File: src/hw/rtl/i2p_pkg.sv
// shared constants, types and helpers for the infix to postfix converter
`default_nettype none

package i2p_pkg;

    localparam int STACK_DEPTH_DEF = 32;
    localparam int SYM_W           = 8;

    localparam logic [SYM_W-1:0] CH_PLUS   = 8'h2B;
    localparam logic [SYM_W-1:0] CH_MINUS  = 8'h2D;
    localparam logic [SYM_W-1:0] CH_QUEST  = 8'h3F;
    localparam logic [SYM_W-1:0] CH_STAR   = 8'h2A;
    localparam logic [SYM_W-1:0] CH_SLASH  = 8'h2F;
    localparam logic [SYM_W-1:0] CH_CARET  = 8'h5E;
    localparam logic [SYM_W-1:0] CH_LPAREN = 8'h28;
    localparam logic [SYM_W-1:0] CH_RPAREN = 8'h29;
    localparam logic [SYM_W-1:0] CH_ZERO   = 8'h30;
    localparam logic [SYM_W-1:0] CH_NINE   = 8'h39;

    // bit positions inside the output tuser
    localparam int USER_DONE_BIT = 0;
    localparam int USER_OVF_BIT  = 1;
    localparam int USER_W        = 2;

    // one result leaving the sequencer
    typedef struct packed {
        logic             valid;
        logic [SYM_W-1:0] symbol;
        logic             last;
        logic             done;
        logic             ovf;
    } emit_t;

    // sequencer status seen by the top level
    typedef struct packed {
        logic idle;
        logic pend_valid;
    } stat_t;

    // precedence as an ordered rank: other characters 0, then 1..3
    function automatic logic [1:0] prec_rank(input logic [SYM_W-1:0] c);
        logic [1:0] r;
        r = 2'd0;
        if (c == CH_PLUS || c == CH_MINUS || c == CH_QUEST)
            r = 2'd1;
        else if (c == CH_STAR || c == CH_SLASH)
            r = 2'd2;
        else if (c == CH_CARET)
            r = 2'd3;
        return r;
    endfunction

    function automatic logic is_digit(input logic [SYM_W-1:0] c);
        return (c >= CH_ZERO) && (c <= CH_NINE);
    endfunction

endpackage

`default_nettype wire

File: src/hw/rtl/i2p_ram.sv
// generic single write port, single read port ram with registered read
`default_nettype none

module i2p_ram #(
    parameter int WIDTH = 8,
    parameter int DEPTH = 32
) (
    input  wire logic                     clk,
    input  wire logic                     we,
    input  wire logic [$clog2(DEPTH)-1:0] waddr,
    input  wire logic [WIDTH-1:0]         wdata,
    input  wire logic [$clog2(DEPTH)-1:0] raddr,
    output logic      [WIDTH-1:0]         rdata
);

    logic [WIDTH-1:0] mem [DEPTH];
    logic [WIDTH-1:0] rdata_reg;

    always_ff @(posedge clk)
    begin
        if (we)
        begin
            mem[waddr] <= wdata;
        end
        rdata_reg <= mem[raddr];
    end

    assign rdata = rdata_reg;

endmodule

`default_nettype wire

File: src/hw/rtl/i2p_ctrl.sv
// stack sequencer: classifies symbols, pushes and pops the operator stack
`default_nettype none

module i2p_ctrl #(
    parameter int STACK_DEPTH = i2p_pkg::STACK_DEPTH_DEF
) (
    input  wire logic                           clk,
    input  wire logic                           rst_n,
    input  wire logic                           in_valid,
    input  wire logic [i2p_pkg::SYM_W-1:0]      in_symbol,
    input  wire logic                           in_last,
    output logic                                in_ready,
    input  wire logic                           out_free,
    output i2p_pkg::emit_t                      emit,
    output i2p_pkg::stat_t                      stat,
    output logic                                ram_we,
    output logic [$clog2(STACK_DEPTH)-1:0]      ram_waddr,
    output logic [i2p_pkg::SYM_W-1:0]           ram_wdata,
    output logic [$clog2(STACK_DEPTH)-1:0]      ram_raddr,
    input  wire logic [i2p_pkg::SYM_W-1:0]      ram_rdata
);

    import i2p_pkg::*;

    localparam int AW = $clog2(STACK_DEPTH);
    localparam int CW = $clog2(STACK_DEPTH + 1);

    typedef enum logic [4:0] {
        ST_IDLE  = 5'b00001,
        ST_OPER  = 5'b00010,
        ST_PAREN = 5'b00100,
        ST_FLUSH = 5'b01000,
        ST_END   = 5'b10000
    } state_t;

    state_t           state_reg, state_next;
    logic [CW-1:0]    cnt_reg, cnt_next;
    logic [SYM_W-1:0] top_reg, top_next;
    logic [SYM_W-1:0] pend_reg, pend_next;
    logic             pendv_reg, pendv_next;
    logic             drop_reg, drop_next;
    logic [SYM_W-1:0] sym_reg, sym_next;
    logic             last_reg, last_next;

    logic             pop_emit, pop_drop, push_req, pop_go;
    logic [SYM_W-1:0] push_sym;
    logic [CW-1:0]    rd_sub;
    state_t           after_op;

    // state after the symbol itself is handled
    assign after_op = last_reg ? ST_FLUSH : ST_END;

    always_comb
    begin
        state_next = state_reg;
        cnt_next   = cnt_reg;
        top_next   = top_reg;
        pend_next  = pend_reg;
        pendv_next = pendv_reg;
        drop_next  = drop_reg;
        sym_next   = sym_reg;
        last_next  = last_reg;
        in_ready   = 1'b0;
        emit       = '0;
        ram_we     = 1'b0;
        ram_wdata  = sym_reg;
        ram_waddr  = cnt_reg[AW-1:0];
        pop_emit   = 1'b0;
        pop_drop   = 1'b0;
        push_req   = 1'b0;
        push_sym   = sym_reg;

        case (state_reg)
            ST_IDLE:
            begin
                in_ready = 1'b1;
                if (in_valid)
                begin
                    sym_next  = in_symbol;
                    last_next = in_last;
                    drop_next = 1'b0;
                    if (is_digit(in_symbol))
                    begin
                        pend_next  = in_symbol;
                        pendv_next = 1'b1;
                        state_next = in_last ? ST_FLUSH : ST_END;
                    end
                    else if (in_symbol == CH_LPAREN)
                    begin
                        push_req   = 1'b1;
                        push_sym   = in_symbol;
                        state_next = in_last ? ST_FLUSH : ST_END;
                    end
                    else if (in_symbol == CH_RPAREN)
                    begin
                        state_next = ST_PAREN;
                    end
                    else
                    begin
                        state_next = ST_OPER;
                    end
                end
            end
            ST_OPER:
            begin
                if (cnt_reg != '0 && prec_rank(top_reg) >= prec_rank(sym_reg))
                begin
                    pop_emit = 1'b1;
                end
                else
                begin
                    push_req   = 1'b1;
                    state_next = after_op;
                end
            end
            ST_PAREN:
            begin
                if (cnt_reg != '0 && top_reg != CH_LPAREN)
                begin
                    pop_emit = 1'b1;
                end
                else
                begin
                    // matching bracket is dropped, a stray ')' does nothing
                    pop_drop   = (cnt_reg != '0);
                    state_next = after_op;
                end
            end
            ST_FLUSH:
            begin
                if (cnt_reg != '0)
                    pop_emit = 1'b1;
                else
                    state_next = ST_END;
            end
            ST_END:
            begin
                if (!pendv_reg)
                begin
                    state_next = ST_IDLE;
                end
                else if (out_free)
                begin
                    emit.valid  = 1'b1;
                    emit.symbol = pend_reg;
                    emit.last   = 1'b1;
                    emit.done   = last_reg;
                    emit.ovf    = drop_reg;
                    pendv_next  = 1'b0;
                    state_next  = ST_IDLE;
                end
            end
            default:
            begin
                state_next = ST_IDLE;
            end
        endcase

        // popped entry goes to the hold slot, the old hold entry moves out
        pop_go = pop_emit && (!pendv_reg || out_free);
        if (pop_go)
        begin
            if (pendv_reg)
            begin
                emit.valid  = 1'b1;
                emit.symbol = pend_reg;
                emit.ovf    = drop_reg;
            end
            pend_next  = top_reg;
            pendv_next = 1'b1;
        end
        if (pop_go || pop_drop)
        begin
            cnt_next = cnt_reg - CW'(1);
            top_next = ram_rdata;
        end
        if (push_req)
        begin
            if (cnt_reg < CW'(STACK_DEPTH))
            begin
                ram_we    = 1'b1;
                ram_wdata = push_sym;
                cnt_next  = cnt_reg + CW'(1);
                top_next  = push_sym;
            end
            else
            begin
                drop_next = 1'b1;
            end
        end
    end

    // keep the entry below the top on the read port at all times
    assign rd_sub    = cnt_next - CW'(2);
    assign ram_raddr = (cnt_next >= CW'(2)) ? rd_sub[AW-1:0] : '0;

    assign stat.idle       = (state_reg == ST_IDLE);
    assign stat.pend_valid = pendv_reg;

    always_ff @(posedge clk or negedge rst_n)
    begin
        if (!rst_n)
        begin
            state_reg <= ST_IDLE;
            cnt_reg   <= '0;
            pendv_reg <= 1'b0;
            drop_reg  <= 1'b0;
            last_reg  <= 1'b0;
        end
        else
        begin
            state_reg <= state_next;
            cnt_reg   <= cnt_next;
            pendv_reg <= pendv_next;
            drop_reg  <= drop_next;
            last_reg  <= last_next;
        end
    end

    always_ff @(posedge clk)
    begin
        top_reg  <= top_next;
        pend_reg <= pend_next;
        sym_reg  <= sym_next;
    end

endmodule

`default_nettype wire

File: src/hw/rtl/infix_to_postfix_converter_unit.sv
// top level of the infix to postfix converter with its output register
//
// channel   | dir | handshake               | payload
// ----------+-----+-------------------------+------------------------------------------
// s_axis    | in  | s_axis_tvalid/tready    | tdata: symbol; tlast: end_of_expr
// m_axis    | out | m_axis_tvalid/tready    | tdata: out_symbol; tlast: last_of_run;
//           |     |                         | tuser: expr_done, overflow
//
// a digit or '(' passes the accept state and a closing state that hands out
// the held result; an operator or ')' also passes a pop state that emits its
// pops and ends with the push, the discarded '(' or the check that finds none;
// an end mark adds a flush state that pops each entry until the stack is empty
// reset clears the stack count and sequencer; the stack ram is not cleared
// a stalled output holds the sequencer only when a result has to move out
`default_nettype none

module infix_to_postfix_converter_unit #(
    parameter int STACK_DEPTH = i2p_pkg::STACK_DEPTH_DEF
) (
    input  wire logic                         clk,
    input  wire logic                         rst_n,
    input  wire logic                         s_axis_tvalid,
    output logic                              s_axis_tready,
    input  wire logic [i2p_pkg::SYM_W-1:0]    s_axis_tdata,   // [7:0] symbol
    input  wire logic                         s_axis_tlast,   // end_of_expr
    output logic                              m_axis_tvalid,
    input  wire logic                         m_axis_tready,
    output logic [i2p_pkg::SYM_W-1:0]         m_axis_tdata,   // [7:0] out_symbol
    output logic                              m_axis_tlast,   // last_of_run
    output logic [i2p_pkg::USER_W-1:0]        m_axis_tuser    // [0] expr_done, [1] overflow
);

    import i2p_pkg::*;

    localparam int AW = $clog2(STACK_DEPTH);

    emit_t            emit;
    stat_t            stat;
    logic             out_free;
    logic             ram_we;
    logic [AW-1:0]    ram_waddr;
    logic [AW-1:0]    ram_raddr;
    logic [SYM_W-1:0] ram_wdata;
    logic [SYM_W-1:0] ram_rdata;

    logic             out_valid_reg;
    logic [SYM_W-1:0] out_sym_reg;
    logic             out_last_reg;
    logic             out_done_reg;
    logic             out_ovf_reg;

    // the output register can take a new result this cycle
    assign out_free = !out_valid_reg || m_axis_tready;

    i2p_ctrl #(
        .STACK_DEPTH (STACK_DEPTH)
    ) u_ctrl (
        .clk       (clk),
        .rst_n     (rst_n),
        .in_valid  (s_axis_tvalid),
        .in_symbol (s_axis_tdata),
        .in_last   (s_axis_tlast),
        .in_ready  (s_axis_tready),
        .out_free  (out_free),
        .emit      (emit),
        .stat      (stat),
        .ram_we    (ram_we),
        .ram_waddr (ram_waddr),
        .ram_wdata (ram_wdata),
        .ram_raddr (ram_raddr),
        .ram_rdata (ram_rdata)
    );

    // operator stack storage
    i2p_ram #(
        .WIDTH (SYM_W),
        .DEPTH (STACK_DEPTH)
    ) u_stack_ram (
        .clk   (clk),
        .we    (ram_we),
        .waddr (ram_waddr),
        .wdata (ram_wdata),
        .raddr (ram_raddr),
        .rdata (ram_rdata)
    );

    // output register: parts the sequencer from the downstream stall
    always_ff @(posedge clk or negedge rst_n)
    begin
        if (!rst_n)
        begin
            out_valid_reg <= 1'b0;
        end
        else if (emit.valid)
        begin
            out_valid_reg <= 1'b1;
        end
        else if (m_axis_tready)
        begin
            out_valid_reg <= 1'b0;
        end
    end

    always_ff @(posedge clk)
    begin
        if (emit.valid)
        begin
            out_sym_reg  <= emit.symbol;
            out_last_reg <= emit.last;
            out_done_reg <= emit.done;
            out_ovf_reg  <= emit.ovf;
        end
    end

    assign m_axis_tvalid                = out_valid_reg;
    assign m_axis_tdata                 = out_sym_reg;
    assign m_axis_tlast                 = out_last_reg;
    assign m_axis_tuser[USER_DONE_BIT]  = out_done_reg;
    assign m_axis_tuser[USER_OVF_BIT]   = out_ovf_reg;

`ifndef SYNTHESIS
    // the end of an expression always closes the run of its item
    assert property (@(posedge clk) disable iff (!rst_n)
        m_axis_tvalid && m_axis_tuser[USER_DONE_BIT] |-> m_axis_tlast)
        else $error("expr_done without last_of_run");

    // a result never overwrites one still waiting downstream
    assert property (@(posedge clk) disable iff (!rst_n)
        emit.valid |-> out_free)
        else $error("result emitted into a full output register");

    // no held result may be left over when a new item can be taken
    assert property (@(posedge clk) disable iff (!rst_n)
        stat.idle |-> !stat.pend_valid)
        else $error("held result left behind at item boundary");
`endif

endmodule

`default_nettype wire
File: config.mk
export PLATFORM = sky130hd
export DESIGN_NAME = infix_to_postfix_converter_unit
export DESIGN_NICKNAME = d
export VERILOG_FILES = /design/src/hw/rtl/i2p_pkg.sv /design/src/hw/rtl/i2p_ram.sv /design/src/hw/rtl/i2p_ctrl.sv /design/src/hw/rtl/infix_to_postfix_converter_unit.sv
export SDC_FILE = /design/constraint.sdc
export NUM_CORES = 1
export LEC_CHECK = 0
export BUFFER_PORTS_ARGS = -buffer_cell sky130_fd_sc_hd__buf_2
export CAP_MARGIN = 20
export CORE_MARGIN = 2
export CORE_UTILIZATION = 42
export CTS_CLUSTER_DIAMETER = 150
export DETAILED_ROUTE_END_ITERATION = 16
export RECOVER_POWER = 100
export SLEW_MARGIN = 20
export SYNTH_ARGS = -nofsm -noshare
export SYNTH_HDL_FRONTEND = slang
export SYNTH_SLANG_ARGS = --single-unit
File: constraint.sdc
create_clock -name clk -period 7.3 [get_ports clk]
set_input_delay 0.73 -clock clk [delete_from_list [all_inputs] [get_ports clk]]
set_output_delay 0.73 -clock clk [all_outputs]
set_load 0.005 [all_outputs]
# Word level (Yosys, flattened, before mapping)
# Memories as Yosys holds them, arrays and structs flattened. A register that Yosys moved wholly into a read port is not among the register bits.
# Cells that the tools add are included.
[word_totals]
regBits = 50
mem_bits_rw = 256
in_bits = 13
out_inout_bits = 13
word_cells = 148
memories = 1
[op_classes]
addsub = 3
n_lt_le_gt_ge = 5
eq_ne = 27
n_mux = 72
n_reduce_logical = 27
[mem_list]
columns = ["name", "depth", "word_bits", "read_ports", "rd_clocked_by_memory_dff", "write_ports", "line_no", "source"]
rows = [
  ["u_stack_ram.mem", 32, 8, 1, 1, 1, "i2p_ram.sv:16", "logic [WIDTH-1:0] mem [DEPTH];"],
]
[op_table]
columns = ["op", "count"]
rows = [
  ["$mux W8", 13],
  ["$eq A8 B6 Y1 const B", 12],
  ["$mux W5", 11],
  ["$mux W12", 3],
  ["$mux W1", 27],
  ["$pmux W5 S5", 1],
  ["$mux W6", 3],
  ["$mux W9", 2],
  ["$eq A8 B7 Y1 const B", 2],
  ["$mux W2", 8],
  ["$logic_or A1 B1 Y1", 9],
  ["$reduce_and A3 Y1", 3],
  ["$ge A8 B6 Y1 const B", 1],
  ["$le A8 B6 Y1 const B", 1],
  ["$ne A2 B2 Y1 const B", 4],
  ["$ne A8 B6 Y1 const B", 1],
  ["$reduce_bool A2 Y1", 4],
  ["$add A6 B1 Y6 const B", 1],
  ["$ge A6 B2 Y1 const B", 1],
  ["$lt A6 B6 Y1 const B", 1],
  ["$ne A3 B2 Y1 const B", 2],
  ["$reduce_bool A6 Y1", 1],
  ["$sub A6 B1 Y6 const B", 1],
  ["$eq A5 B1 Y1 const B", 1],
  ["other kinds (15)", 21],
]

# Depth between registers and ports, before layout
# Gate-level depths: netlist of run 1.
[depth]
word_depth = 16
ltp_mapped = 26
depth_no_buf = 19

# Hierarchy
# A second synthesis of run 1 with hierarchy kept.
[unflattened]
cells_unflattened = 683
hier_area_um2 = 12891.1
[modules_own_cells]
columns = ["mod", "instances", "cells_each", "area_each_um2", "seq_area_each_um2"]
rows = [
  ["i2p_ram", 1, 417, 10053.4, 7847.5],
  ["i2p_ctrl", 1, 250, 2444.8, 992.2],
  ["infix_to_postfix_converter_unit", 1, 16, 392.9, 355.3],
]

# Worst setup path after synthesis of run 1
# No wires, ideal clock.
[synth_path]
kind = "register to register"
startpoint = "reg u_ctrl.top_reg[4]"
endpoint = "reg u_stack_ram.rdata_reg[0], in the netlist u_stack_ram.rdata[0] (read register of u_stack_ram.mem)"
setup_ns = 0.146
t_arrival_ns = 4.884
t_required_ns = 7.154
slack_ns = 2.270
path_stages_with_launch = 24
path_buffers = 5
period_less_slack_ns = 5.030
cell_sequence = "dfxtp_1 or4b_4 nor2_1 a21oi_1 o22ai_1 and3_1 ha_1 a21o_1 a211oi_2 nor2_1 nand3_1 nand3_2 inv_2 buf_2 buf_2 ha_1 clkbuf_1 inv_1 clkbuf_1 clkbuf_1 mux4_2 nor3b_1 a31oi_1 a32oi_1"
[synth_between]
elab_chain_cells = 16
word_cells_on_any_way = 32
cone_classes = "add/sub (1); order compare (2); eq/ne (7); mux (15); reduce/logical (7)"
[synth_rtl]
columns = ["element", "line_no", "source"]
rows = [
  ["start, declared", "i2p_ctrl.sv:38", "logic [SYM_W-1:0] top_reg, top_next;"],
  ["start signal, assigned", "i2p_ctrl.sv:222", "top_reg <= top_next;"],
  ["$eq A8 B7 Y1 (tied with other cells)", "i2p_pkg.sv:48", "else if (c == CH_CARET)"],
  ["$mux W2 (tied with other cells)", "i2p_pkg.sv:48", ""],
  ["$mux W2 / $logic_or A1 B1 Y1 (equally long branches)", "i2p_pkg.sv:46, i2p_pkg.sv:44", ""],
  ["$mux W2", "i2p_pkg.sv:44", "if (c == CH_PLUS || c == CH_MINUS || c == CH_QUEST)"],
  ["$mux W2", "i2p_ctrl.sv:73", "case (state_reg)"],
  ["$ge A2 B2 Y1", "i2p_ctrl.sv:106", "if (cnt_reg != '0 && prec_rank(top_reg) >= prec_rank(sym_reg))"],
  ["$logic_and A1 B1 Y1", "i2p_ctrl.sv:106", ""],
  ["$mux W1", "i2p_ctrl.sv:106", ""],
  ["$pmux W1 S3", "i2p_ctrl.sv:73", ""],
  ["$logic_and A1 B1 Y1", "i2p_ctrl.sv:160", "pop_go = pop_emit && (!pendv_reg || out_free);"],
  ["$logic_or A1 B1 Y1", "i2p_ctrl.sv:172", "if (pop_go || pop_drop)"],
  ["$mux W6", "i2p_ctrl.sv:172", ""],
  ["$mux W6", "i2p_ctrl.sv:179", "if (cnt_reg < CW'(STACK_DEPTH))"],
  ["$mux W6 *", "i2p_ctrl.sv:177", "if (push_req)"],
  ["$sub A5 B2 Y5 / $ge A6 B2 Y1 (equally long branches)", "i2p_ctrl.sv:194, i2p_ctrl.sv:195", ""],
  ["$mux W5 *", "i2p_ctrl.sv:195", "assign ram_raddr = (cnt_next >= CW'(2)) ? rd_sub[AW-1:0] : '0;"],
  ["end, declared", "i2p_ram.sv:17", "logic [WIDTH-1:0] rdata_reg;"],
]
# Mark *: on every way between the ends. The rest lies on a longest branch, timed or not. The select of a mux whose other input is x is not followed.
# A chain may end at the register's enable or synchronous reset.

# Worst setup path after layout of run 1
[layout_path]
startpoint = "reg u_ctrl.top_reg[4]"
endpoint = "reg u_stack_ram.rdata_reg[1], in the netlist u_stack_ram.rdata[1] (read register of u_stack_ram.mem)"
# The elaborated chain is that of the path after synthesis.

==> flow_summary.yaml, run 1 <==
floorplan:
  die_y_um: 183
  die_area_um2: 33700
  start_util_pct: 42.8
  die_w_um: 183
  core_area_um2: 31600
  pin_count: 26
  fp-row-count: 65
worst_setup_path:
  cp_data_required_time_ns: 7.65
  cp-start-kind: "flip-flop"
  timing.critical_path.to_type: "flip-flop"
  critical_path.reg2reg.startpoint: "u_ctrl.top_reg[4]"
  cp_slowest_stage_delay_ns: 0.69
  worstPathArrival_ns: 6.51
  setup.worst_path.start: "u_ctrl.top_reg[4]"
  critical_path.cell_chain: "or4b_1 > nor2_1 > a21oi_1 > o22ai_1 > and3_1 > ha_1 > a21o_1 > a211oi_1 > nor2_1 > nand3_1 > nand3_2 > inv_1 > ha_1 > inv_1 > o21ai_4 > a211oi_1 > a211o_1 > a32oi_1"
  critical-path-slowest-cell: "sky130_fd_sc_hd__a211oi_1"
  critical_path_peak_fanout: 24
  worstSetupPathType: "reg -> reg"
  worst-r2r-setup-slack_ns: 1.13
pwr:
  p_total_mw: 7.07
  irDropWorstVdd_mv: 0.319
  power.density_cell_area_nw_per_um2: 470
  leakage_power_summed_over_all_cells_nw: 4.92
finish:
  antenna_cells_inserted: 0
  finalInstanceArea_um2: 15000
  largest_register_ff_count: 256
  final_net_count: 1014
  flow.area_growth_from_synthesis_pct: 11.1
  registers.top_by_ff_count: "u_stack_ram.mem"
  drive_gt1_share_pct: 12.1
  fillCellCount: 2776
sta:
  worst_pin_slew_ns: 1.94
  rsz_0062_raised_after_global_routing: "false"
  fin_skew_ns: 0.0235
  final_hold_viol_count: 0
  setup_viol_count_final: 0
  timing.max_slew.rel_slack_pct: -29.4
  fin_tns_setup_ns: 0
  period_minus_slack_ns: 6.17
  max_freq_mhz: 162
  timing.final.crit_share_pct: 84.5
  slew_violations: 264
clock_tree:
  h_tree_depth_reported_by_cts: 2
  post-cts-setup-buffer-count: 0
  clock_tree.buffer_depth: 3
  cts-root-buf: "sky130_fd_sc_hd__clkbuf_16"
  tritoncts_num_sinks: 314
  clk_latency_ns: 0.53
  hold_buffers: 0
  clk_pin_slew_ns: 0.06
  cts_inserted_buffers: 34
  number_of_instances_resized_during_post_cts_repair: 0
  cts_tree: "yes"
synthesis:
  net_count_synth: 991
  ys_ff_latch: 314
  synth_top_cells_by_count: "sky130_fd_sc_hd__edfxtp_1 (283), sky130_fd_sc_hd__nand2_1 (104), sky130_fd_sc_hd__nand3_1 (61), sky130_fd_sc_hd__nor2_1 (52), sky130_fd_sc_hd__o21ai_0 (37)"
  syn-instance-count: 970
  avgSynthCellArea_um2: 14.0
  ys_dominant_reg_cell: "sky130_fd_sc_hd__edfxtp_1"
  ys_top_cells_by_area: "sky130_fd_sc_hd__edfxtp_1 (63%), sky130_fd_sc_hd__nand2_1 (2.9%), sky130_fd_sc_hd__mux4_2 (2.7%)"
  leading_cell_type_by_number_of_instances_after_synthesis: "sky130_fd_sc_hd__edfxtp_1"
  ys.warnings.count: 0
  count_of_different_cell_masters_after_synthesis: 79
  synthesis.area_um2: 13500
  netlist.top_cell.by_area: "sky130_fd_sc_hd__edfxtp_1"
  synth-edff-count: 283
  share_of_flip_flops_with_an_asynchronous_set_or_reset_pct: 4.78
  seq_area_frac_synth_pct: 68.0
  yosys.area.top_type_share_pct: 62.8
route:
  post_drt_via_cell_ratio: 5.95
  final_antenna_net_count: 0
  route.layer.met1.wl_um: 14100
  drcViolationCount: 0
  drt_pre_antenna_iters: 9
  initialDrtViolationCount: 918
  uppermost_metal_layer_occupied_by_signal_nets: "met4"
  detailroute.via_count: 8443
  met2_length_um: 15400
  dr_wl_met3_um: 2770
  detail_route.wl_per_cell_um: 23.5
  postRouteWirelength_um: 33300
flow_run:
  max-cap-violations: 8
grt:
  number_of_global_route_vias_before_repair: 8018
  grt_antenna_before_repair: 0
  globalRouteTotalUtil_pct: 20.0
  grt_remaining_overflow: 0
  grt_first_pass_wirelength_um: 50100
  maximum_number_of_pins_on_one_net_before_global_route_repair: 84
outcome:
  outcome: "complete, but fails checks"
  violations: "max-capacitance violations, max-slew violations"
place:
  buffer_ports.inserted: 25
  detailed_place_hpwl_um: 20200
  dpl_cell_area_um2: 14000
  finalWeightedCongestion: 0.797
hold_path:
  min-delay-path-class: "in -> async"
-- cell families (layout without fill, tap and decap cells) --
| family | after synthesis | after routing | synth area share (%) |
|---|---|---|---|
| flip-flops | 314 | 314 | 68.0 |
| multiplexers | 58 | 58 | 5.86 |
| buffers and inverters | 70 | 118 | 2.52 |
| XOR/XNOR | 6 | 6 | 0.444 |
| AND/OR/NAND/NOR | 315 | 315 | 11.5 |
| adder cells (fa/ha/maj) | 8 | 8 | 0.740 |
| AO/OA/AOI/OAI | 199 | 199 | 11.0 |
-- placed cells by master, fill, tap and decap left out, types with 27 or more instances in the layout --
master                      netlist  layout
sky130_fd_sc_hd__nor2_1          52      52
sky130_fd_sc_hd__mux2i_1         32      32
sky130_fd_sc_hd__nand2_1        104     104
sky130_fd_sc_hd__clkbuf_1        24      35
sky130_fd_sc_hd__clkbuf_16        0      35
sky130_fd_sc_hd__o21ai_0         37      38
sky130_fd_sc_hd__nand3_1         61      61
sky130_fd_sc_hd__a21oi_1         26      27
sky130_fd_sc_hd__edfxtp_1       283     283
-- metal layers --
| metal | global-route usage, % | up-vias |
|---|---|---|
| li1 | - | 3827 |
| met1 | 28.1 | 4187 |
| met2 | 31.0 | 362 |
| met3 | 3.80 | 67 |
| met4 | 7.30 | 0 |
| met5 | 0 | - |
-- cell type report --
class	count	area, um2	share of cell area (%)
clock buffers	44	940	6.25
clock inverters	17	133	0.882
inverters	12	45.0	0.300
multi-input cells	586	3990	26.5
flip-flops and latches	314	9200	61.2
well taps	402	503	3.35
repair buffers	45	226	1.51
-- path summary, 6_finish.rpt --
path | endpoint | cells past startpoint
worst max-delay path | u_stack_ram.rdata[1] | 18
worst min-delay path | u_ctrl.last_reg | 1
worst max register to register | u_stack_ram.rdata[1] | 18
worst min register to register | u_ctrl.top_reg[3] | 2
max in group asynchronous | u_ctrl.cnt_reg[3] | 1
min in group clk | u_ctrl.state_reg[0] | 2
-- where the power goes --
part | switching, mW | internal (mW) | leakage [nW]
sequential | 0.148 | 2.18 | 2.87
clock | 0.693 | 0.950 | 0.527
combinational | 2.01 | 1.09 | 1.53
-- through the flow --
| step | worst slack (ns) | util (%) | cells | hold slack (ns) |
|---|---|---|---|---|
| 2_1_floorplan | 2.27 | - | 970 | 0.434 |
| 3_3_place_gp | 1.88 | 44.4 | 1359 | 0.486 |
| 3_5_place_dp | 1.79 | 44.4 | 1359 | 0.497 |
| 4_1_cts | 1.74 | 47.8 | 1420 | 0.111 |
| 5_1_grt | 0.663 | 47.5 | 1420 | 0.381 |
| 6_report | 1.13 | 47.5 | 1420 | 0.285 |
-- critical path: cells and delay by family (launching register included) --
kind | cells | cell delay [ns]
adder cells (fa/ha/maj) | 2 | 0.61
flip-flops | 1 | 0.37
AO/OA/AOI/OAI | 8 | 2.22
AND/OR/NAND/NOR | 6 | 1.51
buffers and inverters | 2 | 1.27
(Power assumes the default switching activity.)
==> run 2, diff against run 1 <==
==> constraint.sdc (replaced) <==
create_clock -name clk -period 5.9 [get_ports clk]
set_input_delay 0.59 -clock clk [delete_from_list [all_inputs] [get_ports clk]]
set_output_delay 0.59 -clock clk [all_outputs]
set_load 0.005 [all_outputs]
==> run 2 against run 1 <==
  * The run still ends with max-capacitance violations, max-slew violations left
  * Final cell count up 0.14%
  * Flip-flop and latch count unchanged
  * Clock-buffer cell count down 3
  * Register-to-register slack worse by 0.53 ns
  * Critical endpoint is now u_stack_ram.rdata[0]
  * Critical path type unchanged
  * Critical path depth grew 1
  * Final area up 0.42%
  * First-iteration DRC count grew 3.5%
==> flow_summary.yaml, run 2 (synthesized netlist as in run 1, its figures left out) <==
worst_setup_path:
  critical_path_peak_fanout: 37
  cp_slowest_stage_delay_ns: 0.59
  critical_path_buf_inv_count: 3
  worst-r2r-setup-slack_ns: 0.61
  cp-start-kind: "flip-flop"
  cp_data_required_time_ns: 6.26
  timing.critical_path.to_type: "flip-flop"
  crit_family: "simple AND/OR/NAND/NOR gates"
  worstPathArrival_ns: 5.65
  critical_path.cell_chain: "or4b_1 > nor2_1 > a21oi_1 > o22ai_1 > and3_1 > ha_1 > a21o_1 > a211oi_2 > nor2_1 > nand3_1 > nand3_1 > inv_2 > ha_1 > inv_1 > clkbuf_4 > mux4_2 > nor3b_1 > a31oi_1 > a32oi_1"
  worstSetupPathType: "reg -> reg"
  critical-path-slowest-cell: "sky130_fd_sc_hd__or4b_1"
finish:
  largest_register_ff_count: 256
  layout_commonest_cell: "sky130_fd_sc_hd__edfxtp_1"
  final-seq-area_um2: 9200
  drive_gt1_share_pct: 12.6
  final_net_count: 1016
  flow.area_growth_from_synthesis_pct: 11.5
  antenna_cells_inserted: 0
  multi_input_gate_area_in_the_final_layout_um2: 4000
  fillCellCount: 2760
  registers.top_by_ff_count: "u_stack_ram.mem"
  share_of_the_core_filled_with_cells_in_the_final_layout_pct: 47.7
  most-common-layout-cells: "sky130_fd_sc_hd__edfxtp_1 (283), sky130_fd_sc_hd__nand2_1 (104), sky130_fd_sc_hd__nand3_1 (62)"
route:
  detail_route.wl_per_cell_um: 23.5
  postRouteWirelength_um: 33400
  dr_wl_met3_um: 2700
  met2_length_um: 14700
  drt_pre_antenna_iters: 6
  post_drt_via_cell_ratio: 5.96
  route.layer.met1.wl_um: 14500
  detailroute.via_count: 8469
  uppermost_metal_layer_occupied_by_signal_nets: "met4"
  initialDrtViolationCount: 950
  final_antenna_net_count: 0
  drcViolationCount: 0
clock_tree:
  cts-root-buf: "sky130_fd_sc_hd__clkbuf_16"
  cts_tree: "yes"
  clk_pin_slew_ns: 0.06
  h_tree_depth_reported_by_cts: 2
  tritoncts_num_sinks: 314
  cts_inserted_buffers: 34
  clk_latency_ns: 0.51
  clock_tree.buffer_depth: 3
hold_path:
  min-delay-path-class: "in -> reg"
floorplan:
  pin_count: 26
  fp-row-count: 65
  core_area_um2: 31600
  die_w_um: 183
  start_util_pct: 42.8
  die_y_um: 183
  die_area_um2: 33700
pwr:
  pwr-share-seq_pct: 32.6
  power.density_cell_area_nw_per_um2: 585
  leakage_power_summed_over_all_cells_nw: 4.95
  power_frac_comb_pct: 43.5
  power.net_switching_mw: 3.52
  irDropWorstVdd_mv: 0.442
  swShare_pct: 39.9
  internal_power_mw: 5.31
  clock_power_share_pct: 23.9
sta:
  period_minus_slack_ns: 5.29
  setup_viol_count_final: 0
  rsz_0062_raised_after_global_routing: "false"
  worst_pin_slew_ns: 1.95
  final_hold_viol_count: 0
  fin_skew_ns: 0.0103
  slew_violations: 198
  fin_tns_setup_ns: 0
  max_freq_mhz: 189
  timing.max_slew.rel_slack_pct: -29.8
  timing.final.crit_share_pct: 89.7
grt:
  grt_first_pass_wirelength_um: 50100
  grt_remaining_overflow: 0
  globalRouteTotalUtil_pct: 19.8
  number_of_global_route_vias_before_repair: 8107
  grt_antenna_before_repair: 0
  maximum_number_of_pins_on_one_net_before_global_route_repair: 56
place:
  buffer_ports.inserted: 25
  detailed_place_hpwl_um: 20600
  finalWeightedCongestion: 0.860
outcome:
  outcome: "complete, but fails checks"
  violations: "max-capacitance violations, max-slew violations"
flow_run:
  max-cap-violations: 6
run 2: changes by cell type in the layout (fill, tap and decap cells not counted), sizes merged:
cell         change
inv              +1
dlygate4sd3      +1
bufinv           +2
buf              -1
clkbuf           -1
run 2: final timing paths:
path | cells after the start | endpoint | start
max | 19 | u_stack_ram.rdata[0] | u_ctrl.top_reg[4]
min | 2 | u_ctrl.state_reg[0] | s_axis_tvalid
max reg2reg | 19 | u_stack_ram.rdata[0] | u_ctrl.top_reg[4]
min reg2reg | 1 | u_ctrl.drop_reg | u_ctrl.drop_reg
max in group asynchronous | 2 | u_ctrl.state_reg[4] | rst_n
min in group asynchronous | 2 | u_ctrl.cnt_reg[1] | rst_n
run 2: timing repair:
action / in CTS / in global routing
hold endpoints to repair: 14 / 0
buffers inserted: 0 / 0
resized for setup: 0 / 0
hold buffers: 1 / 0
run 2: metrics by stage:
stage | cell area [um2] | setup WS [ns] | total power, mW | cells | hold slack [ns]
after floorplan | 13500 | 0.870 | 5.58 | 970 | 0.294
after global placement | 14000 | 0.728 | 6.70 | 1360 | 0.495
after detailed placement | 14000 | 0.745 | 6.72 | 1360 | 0.496
after CTS | 15200 | 0.725 | 8.84 | 1422 | 0.280
after global routing | 15100 | 0.228 | 9.26 | 1422 | 0.330
final | 15100 | 0.606 | 8.83 | 1422 | 0.322
run 2: routing by layer:
| metal | vias up | GRT usage (%) |
|---|---|---|
| li1 | 3831 | - |
| met1 | 4184 | 28.3 |
| met2 | 370 | 29.5 |
| met3 | 84 | 3.88 |
| met4 | 0 | 9.02 |
| met5 | - | 0 |
run 2: layout make-up:
class / count / area share, %
tap: 402 / 3.33
clock buffer: 41 / 6.15
timing repair buffer: 47 / 1.60
clock inverter: 20 / 1.20
multi-input combinational: 586 / 26.5
inverter: 12 / 0.298
sequential: 314 / 60.9
run 2: power by group through the flow:
stage	clock (mW)	combinational [mW]	sequential [mW]
CTS	2.14	3.84	2.86
finish	2.11	3.84	2.88
global route	2.24	4.13	2.89
floorplan	0	2.77	2.81
detailed placement	0	3.82	2.90
global placement	0	3.79	2.91
